--- config.mk ---
export PLATFORM = sky130hd
export DESIGN_NAME = escaped_word_frame_deframer
export DESIGN_NICKNAME = d
export VERILOG_FILES = /design/src/hdl/ewfd_pkg.sv /design/src/hdl/ewfd_decode.sv /design/src/hdl/escaped_word_frame_deframer.sv
export SDC_FILE = /design/constraint.sdc
export NUM_CORES = 1
export LEC_CHECK = 0
export BUFFER_PORTS_ARGS = -buffer_cell sky130_fd_sc_hd__buf_2
export CORE_MARGIN = 10
export CORE_UTILIZATION = 35
export CTS_CLUSTER_DIAMETER = 80
export DETAILED_ROUTE_END_ITERATION = 12
export GPL_ROUTABILITY_DRIVEN = 0
export HOLD_SLACK_MARGIN = 0.06
export PLACE_DENSITY = 0.56
export SKIP_CTS_REPAIR_TIMING = 1
export SYNTH_ARGS = -nofsm -noshare
export SYNTH_HDL_FRONTEND = slang
export SYNTH_HIERARCHICAL = 1
export SYNTH_SLANG_ARGS = --single-unit
--- constraint.sdc ---
create_clock -name clk -period 10.4 [get_ports clk]
set_input_delay 1.56 -clock clk [delete_from_list [all_inputs] [get_ports clk]]
set_output_delay 1.56 -clock clk [all_outputs]
set_load 0.02 [all_outputs]
--- src/hdl/ewfd_pkg.sv ---
// ----------------------------------------------------------------------------
// Escaped word frame deframer package
// Link word codes, result kinds, widths and shared types.
// ----------------------------------------------------------------------------
package ewfd_pkg;

  localparam int WORD_W   = 16;
  localparam int LEN_W    = 11;
  localparam int POS_W    = 10;
  localparam int KIND_W   = 2;
  localparam int SLOT_OUT_W = 2;

  // Number of packet buffer slots used round-robin.
  localparam int SLOTS    = 4;
  localparam int SLOT_W   = (SLOTS > 1) ? $clog2(SLOTS) : 1;

  localparam logic [WORD_W-1:0] WORD_IDLE = 16'hFFFF;
  localparam logic [WORD_W-1:0] WORD_SOP  = 16'hFFAA;
  localparam logic [WORD_W-1:0] WORD_EOP  = 16'hFF55;
  localparam logic [WORD_W-1:0] WORD_ESC  = 16'h7FFF;
  localparam logic [WORD_W-1:0] ESC_FLIP  = 16'h4000;

  localparam logic [LEN_W-1:0] LEN_CAP          = 11'd1024;
  localparam logic [LEN_W-1:0] MAX_LENGTH_RESET = 11'd400;

  localparam logic [KIND_W-1:0] KIND_PAYLOAD = 2'd0;
  localparam logic [KIND_W-1:0] KIND_END     = 2'd1;
  localparam logic [KIND_W-1:0] KIND_ACK     = 2'd2;

  typedef struct packed {
    logic is_idle;
    logic is_sop;
    logic is_eop;
    logic is_esc;
  } word_class_t;

endpackage

--- src/hdl/ewfd_decode.sv ---
// ----------------------------------------------------------------------------
// Link word decoder
// Recognizes the idle, start, end and escape codes in one link word.
// ----------------------------------------------------------------------------
module ewfd_decode (
  input  logic [ewfd_pkg::WORD_W-1:0] link_word,
  output ewfd_pkg::word_class_t       word_class
);

  always_comb begin
    word_class.is_idle = (link_word == ewfd_pkg::WORD_IDLE);
    word_class.is_sop  = (link_word == ewfd_pkg::WORD_SOP);
    word_class.is_eop  = (link_word == ewfd_pkg::WORD_EOP);
    word_class.is_esc  = (link_word == ewfd_pkg::WORD_ESC);
  end

endmodule

--- src/hdl/escaped_word_frame_deframer.sv ---
// ----------------------------------------------------------------------------
// Escaped word frame deframer
// Splits a 16-bit link word stream into packet payload words, packet end
// reports and acknowledge pairs.
//
// Input channel: received_word with in_valid / in_stall, one link word per
// accepted word. Output channel: kind, slot, position, length, value,
// ack_code and ack_info with out_valid / out_stall; fields that do not
// belong to the kind are zero. At most one result per input word.
// max_length is loaded through cfg_we / cfg_data; the user must load it only
// while the block is idle, as the block itself does not enforce this. Words
// pass through two registers: the input register, then the result register.
// One word is accepted every cycle unless in_stall is high; the mode, slot
// and count update is combinational logic between those two registers. While
// out_stall holds a waiting result, an empty input register still takes one
// word, and in_stall is high whenever the input register is full.
// Reset (synchronous, rst high) empties both registers, returns to the
// acknowledge first word mode, clears slot, count and held code, and sets
// max_length to 400.
// ----------------------------------------------------------------------------
module escaped_word_frame_deframer (
  input  logic                                  clk,
  input  logic                                  rst,
  input  logic                                  cfg_we,
  input  logic [ewfd_pkg::LEN_W-1:0]            cfg_data,
  input  logic                                  in_valid,
  output logic                                  in_stall,
  input  logic [ewfd_pkg::WORD_W-1:0]           received_word,
  output logic                                  out_valid,
  input  logic                                  out_stall,
  output logic [ewfd_pkg::KIND_W-1:0]           kind,
  output logic [ewfd_pkg::SLOT_OUT_W-1:0]       slot,
  output logic [ewfd_pkg::POS_W-1:0]            position,
  output logic [ewfd_pkg::LEN_W-1:0]            length,
  output logic [ewfd_pkg::WORD_W-1:0]           value,
  output logic [ewfd_pkg::WORD_W-1:0]           ack_code,
  output logic [ewfd_pkg::WORD_W-1:0]           ack_info
);

  typedef enum logic [1:0] {
    MODE_ACK,
    MODE_ACK_INFO,
    MODE_DATA,
    MODE_ESCAPE
  } mode_t;

  localparam logic [ewfd_pkg::SLOT_W-1:0] SLOT_LAST = ewfd_pkg::SLOT_W'(ewfd_pkg::SLOTS - 1);

  // Input register.
  logic                          in_full;
  logic [ewfd_pkg::WORD_W-1:0]   in_word;

  // Deframer state.
  mode_t                         mode, mode_next;
  logic [ewfd_pkg::SLOT_W-1:0]   current_slot, current_slot_next;
  logic [ewfd_pkg::LEN_W-1:0]    word_count, word_count_next;
  logic [ewfd_pkg::WORD_W-1:0]   held_ack_code, held_ack_code_next;
  logic [ewfd_pkg::LEN_W-1:0]    max_length;

  ewfd_pkg::word_class_t         word_class;
  logic                          out_load;
  logic                          process;
  logic [ewfd_pkg::LEN_W-1:0]    len_limit;
  logic                          at_limit;
  logic                          store;
  logic [ewfd_pkg::WORD_W-1:0]   store_word;

  logic                          res_valid;
  logic [ewfd_pkg::KIND_W-1:0]   res_kind;
  logic [ewfd_pkg::SLOT_OUT_W-1:0] res_slot;
  logic [ewfd_pkg::POS_W-1:0]    res_position;
  logic [ewfd_pkg::LEN_W-1:0]    res_length;
  logic [ewfd_pkg::WORD_W-1:0]   res_value;
  logic [ewfd_pkg::WORD_W-1:0]   res_ack_code;
  logic [ewfd_pkg::WORD_W-1:0]   res_ack_info;

  ewfd_decode u_decode (
    .link_word  (in_word),
    .word_class (word_class)
  );

  assign out_load = !out_valid || !out_stall;
  assign process  = in_full && out_load;
  assign in_stall = in_full && !out_load;

  // Settings above the largest buffer act as the largest buffer.
  assign len_limit = (max_length > ewfd_pkg::LEN_CAP) ? ewfd_pkg::LEN_CAP : max_length;
  assign at_limit  = (word_count >= len_limit);

  always_comb begin
    mode_next          = mode;
    current_slot_next  = current_slot;
    word_count_next    = word_count;
    held_ack_code_next = held_ack_code;
    store              = 1'b0;
    store_word         = in_word;
    res_valid          = 1'b0;
    res_kind           = ewfd_pkg::KIND_PAYLOAD;
    res_slot           = '0;
    res_position       = '0;
    res_length         = '0;
    res_value          = '0;
    res_ack_code       = '0;
    res_ack_info       = '0;

    if (in_full && !word_class.is_idle) begin
      if (word_class.is_sop) begin
        // A start marker opens a packet from any mode, even after an escape.
        mode_next       = MODE_DATA;
        word_count_next = '0;
      end else begin
        case (mode)
          MODE_ACK: begin
            held_ack_code_next = in_word;
            mode_next          = MODE_ACK_INFO;
          end
          MODE_ACK_INFO: begin
            mode_next    = MODE_ACK;
            res_valid    = 1'b1;
            res_kind     = ewfd_pkg::KIND_ACK;
            res_ack_code = held_ack_code;
            res_ack_info = in_word;
          end
          MODE_DATA: begin
            if (word_class.is_eop) begin
              res_valid         = 1'b1;
              res_kind          = ewfd_pkg::KIND_END;
              res_slot          = ewfd_pkg::SLOT_OUT_W'(current_slot);
              res_length        = word_count;
              current_slot_next = (current_slot == SLOT_LAST) ? '0
                                : ewfd_pkg::SLOT_W'(current_slot + 1'b1);
              mode_next         = MODE_ACK;
            end else if (word_class.is_esc) begin
              mode_next = MODE_ESCAPE;
            end else begin
              store = 1'b1;
            end
          end
          MODE_ESCAPE: begin
            mode_next  = MODE_DATA;
            store      = 1'b1;
            store_word = in_word ^ ewfd_pkg::ESC_FLIP;
          end
          default: begin
            mode_next = MODE_ACK;
          end
        endcase

        // Payload past the length limit is dropped without a result.
        if (store && !at_limit) begin
          res_valid       = 1'b1;
          res_kind        = ewfd_pkg::KIND_PAYLOAD;
          res_slot        = ewfd_pkg::SLOT_OUT_W'(current_slot);
          res_position    = word_count[ewfd_pkg::POS_W-1:0];
          res_value       = store_word;
          word_count_next = ewfd_pkg::LEN_W'(word_count + 1'b1);
        end
      end
    end
  end

  always_ff @(posedge clk) begin
    if (rst) begin
      in_full       <= 1'b0;
      out_valid     <= 1'b0;
      mode          <= MODE_ACK;
      current_slot  <= '0;
      word_count    <= '0;
      held_ack_code <= '0;
      max_length    <= ewfd_pkg::MAX_LENGTH_RESET;
    end else begin
      if (cfg_we) begin
        max_length <= cfg_data;
      end
      if (!in_stall) begin
        in_full <= in_valid;
        if (in_valid) begin
          in_word <= received_word;
        end
      end
      if (process) begin
        mode          <= mode_next;
        current_slot  <= current_slot_next;
        word_count    <= word_count_next;
        held_ack_code <= held_ack_code_next;
      end
      if (out_load) begin
        out_valid <= res_valid;
        kind      <= res_kind;
        slot      <= res_slot;
        position  <= res_position;
        length    <= res_length;
        value     <= res_value;
        ack_code  <= res_ack_code;
        ack_info  <= res_ack_info;
      end
    end
  end

endmodule

==> results.py <==
metrics = {
    "sta": {
        "finalSetupViolCount": 0,
        "slew_headroom_pct": 27.6,
        "min_period_ps": 3640,
        "slew_violations": 0,
        "finalHoldViolations": 0,
        "period_share_pct": 35.0,
        "clock_skew_ps": 5.73,
        "fin_tns_setup_ps": 0,
        "fmax_mhz": 275,
        "holdWs_ps": 481,
        "worst_pin_slew_ps": 1080,
        "rsz0062_at_grt": "false",
    },
    "logic_synthesis": {
        "yosysWarnings": 6,
        "synthArstFlopShare_pct": 0,
        "synth_seq_cells": 133,
        "synth_mux_area_share_pct": 4.38,
        "ys_types": 45,
        "synth-adder-area-share_pct": 4.33,
        "synth_nets": 490,
        "syn_inst": 439,
        "avgSynthCellArea_um2": 12.5,
        "synth-simple-area-share_pct": 18.2,
        "synthFlopType": "edfxtp_1",
        "synth_top_family_by_area": "simple AND/OR/NAND/NOR gates",
        "synth_xor_area_share_pct": 0.160,
        "syn_area_um2": 5490,
        "synth-compound-area-share_pct": 6.11,
        "synth_edf_count": 89,
        "yosysSeqAreaShare_pct": 64.8,
    },
    "floorplanning": {
        "coreArea_um2": 15300,
        "num_io_pins": 107,
        "start_util_pct": 36.0,
        "die_w_um": 145,
        "rows": 45,
        "die_h_um": 145,
        "dieArea_um2": 21100,
    },
    "drt": {
        "wl_per_cell_um": 17.2,
        "wl_um": 13300,
        "dr.pass1.iters": 5,
        "drc": 0,
        "ant_nets": 0,
        "drt_iter0_drc": 200,
        "vias": 3712,
        "via_per_inst": 4.80,
    },
    "min_path": {
        "worstHoldPathType": "register to register",
    },
    "clock_network": {
        "clock_path_buffers": 2,
        "insertion_delay_ps": 410,
        "clk_pin_slew_worst_paths_ps": 60,
        "cts_tree": "built",
        "clockRootBuffer": "clkbuf_16",
        "cts.sinks": 133,
        "htree_levels": 4,
        "cts_made_buffers": 17,
    },
    "power": {
        "combPwrFrac_pct": 7.3,
        "seqPwrFrac_pct": 47.7,
        "p_sw_share_pct": 23.1,
        "power_density_nw_per_um2": 184,
        "p_leak_nw": 2.97,
        "pwr-share-clk_pct": 45.0,
        "vdd_drop_max_v": 0.000114,
        "p_int_mw": 0.967,
        "power.switching_mw": 0.290,
    },
    "global_routing": {
        "grt_max_degree": 74,
        "grt_pass1_wl_um": 21400,
        "antenna_found_initial": 0,
        "grt-ovfl-total": 0,
        "first_global_vias": 3799,
        "grt_use_total_pct": 12.8,
    },
    "critical_path": {
        "worstPathArrival_ps": 2080,
        "startpoint_type": "primary input",
        "worstSetupPathType": "primary input to output port",
        "critPathCaptureType": "output port",
        "crit_path_end": "in_stall",
        "r2r_end": "word_count[3]",
        "cp_data_required_time_ps": 8840,
        "startpoint": "out_stall",
        "rr_worst_depth": 8,
        "critPathMaxFanout": 3,
        "reg2reg_slack_ps": 6840,
        "r2r-start": "in_word[1]",
    },
    "layout": {
        "drive_above_1_share_pct": 26.5,
        "area_growth_pct": 24.7,
        "antennaDiodeCount": 0,
        "finalNetCount": 600,
        "final_core_util_pct": 44.8,
    },
    "placement": {
        "hpwl_um": 9100,
        "port_buffers": 106,
    },
    "run": {
        "cap_violations": 0,
    },
    "status": {
        "status": "completed",
    },
}
layer usage:
layer,track usage (%),up-vias,part of all wire [%]
li1,-,1824,-
met1,16.4,1762,47
met2,19.6,113,46
met3,4.04,13,5.1
met4,5.31,0,1.4
met5,0,-,0
stage by stage:
stage	total power, mW	setup WS (ps)	std cells	area (µm²)
3_3_place_gp	0.701	6770	741	6270
2_1_floorplan	0.667	4350	439	5490
6_report	1.26	6760	773	6840
5_1_grt	1.31	6630	773	6840
4_1_cts	1.27	6750	773	6840
3_5_place_dp	0.704	6750	741	6270
sequential cells by signal, summed over array words and instances (netlist names), 11 cells and up:
name,flops
length,11
value,16
word_count,11
in_word,16
ack_code,16
ack_info,16
held_ack_code,16
max_length,11
how the worst min path moves through the flow:
stage	startpoint	endpoint	slack, ps	cells after the start
3_3_place_gp	current_slot[1]	current_slot[1]	460	2
5_1_grt	held_ack_code[9]	held_ack_code[9]	520	2
4_1_cts	current_slot[1]	current_slot[1]	480	2
3_5_place_dp	current_slot[1]	current_slot[1]	470	2
2_1_floorplan	current_slot[1]	current_slot[1]	450	2
6_report	current_slot[1]	current_slot[1]	480	2
cell families (layout without fill, tap and decap cells):
kind of cell	count (synthesis)	after routing
adder cells (fa/ha/maj)	19	19
multiplexers	24	24
flip-flops	133	133
AND/OR/NAND/NOR	181	181
AO/OA/AOI/OAI	51	51
buffers and inverters	30	153
XOR/XNOR	1	1
cells in the final DEF, fill, tap and decap left out, types with 4 or more instances in the layout:
master      count
buf_2         106
edfxtp_1       89
dfxtp_1        44
and3_1         40
nor2_1         39
and2_1         36
mux2i_1        24
nand2_1        21
ha_1           19
clkbuf_16      18
a21oi_1        15
nor2b_1        11
inv_1           8
o21ai_0         8
nand3_1         6
buf_4           6
o21ai_1         5
nand4_1         5
or4_1           5
a31oi_1         4
clkinvlp_4      4
clkinv_2        4
cell type report:
class / instances / area (µm²)
fill: 1418 / 8420
sequential: 133 / 3550
multi-input combinational: 276 / 1850
timing repair buffer: 112 / 576
clock buffer: 21 / 472
tap: 211 / 264
clock inverter: 11 / 97.6
inverter: 9 / 33.8
power by group through the flow:
stage | registers, mW | logic (mW) | clock network [mW]
global placement | 0.610 | 0.0911 | 0
finish | 0.600 | 0.0911 | 0.566
global route | 0.602 | 0.101 | 0.602
CTS | 0.600 | 0.0932 | 0.580
floorplan | 0.626 | 0.0407 | 0
detailed placement | 0.611 | 0.0928 | 0
cells in the mapped netlist (all sizes together) (3+ instances only):
cell type | number | area (µm²)
nand4 | 5 | 31.3
ha | 19 | 238
a211o | 3 | 26.3
and2 | 36 | 225
buf | 5 | 21.3
a211oi | 3 | 35.0
a21oi | 16 | 80.1
o21ai | 13 | 65.1
a31oi | 4 | 25.0
and3 | 40 | 250
edfxtp | 89 | 2670
nor4 | 4 | 25.0
inv | 8 | 30.0
nor2 | 39 | 146
nor3b | 3 | 27.5
or4 | 5 | 37.5
nand2 | 21 | 78.8
clkbuf | 16 | 60.1
nand3 | 6 | 30.0
dfxtp | 44 | 881
nor2b | 11 | 68.8
mux2i | 24 | 240
worst max-delay path, cell delays in order:
cell and delay, ps:
buf_2 120, and3_1 210, buf_2 180
Note: power is estimated with default switching activity, not from simulation.
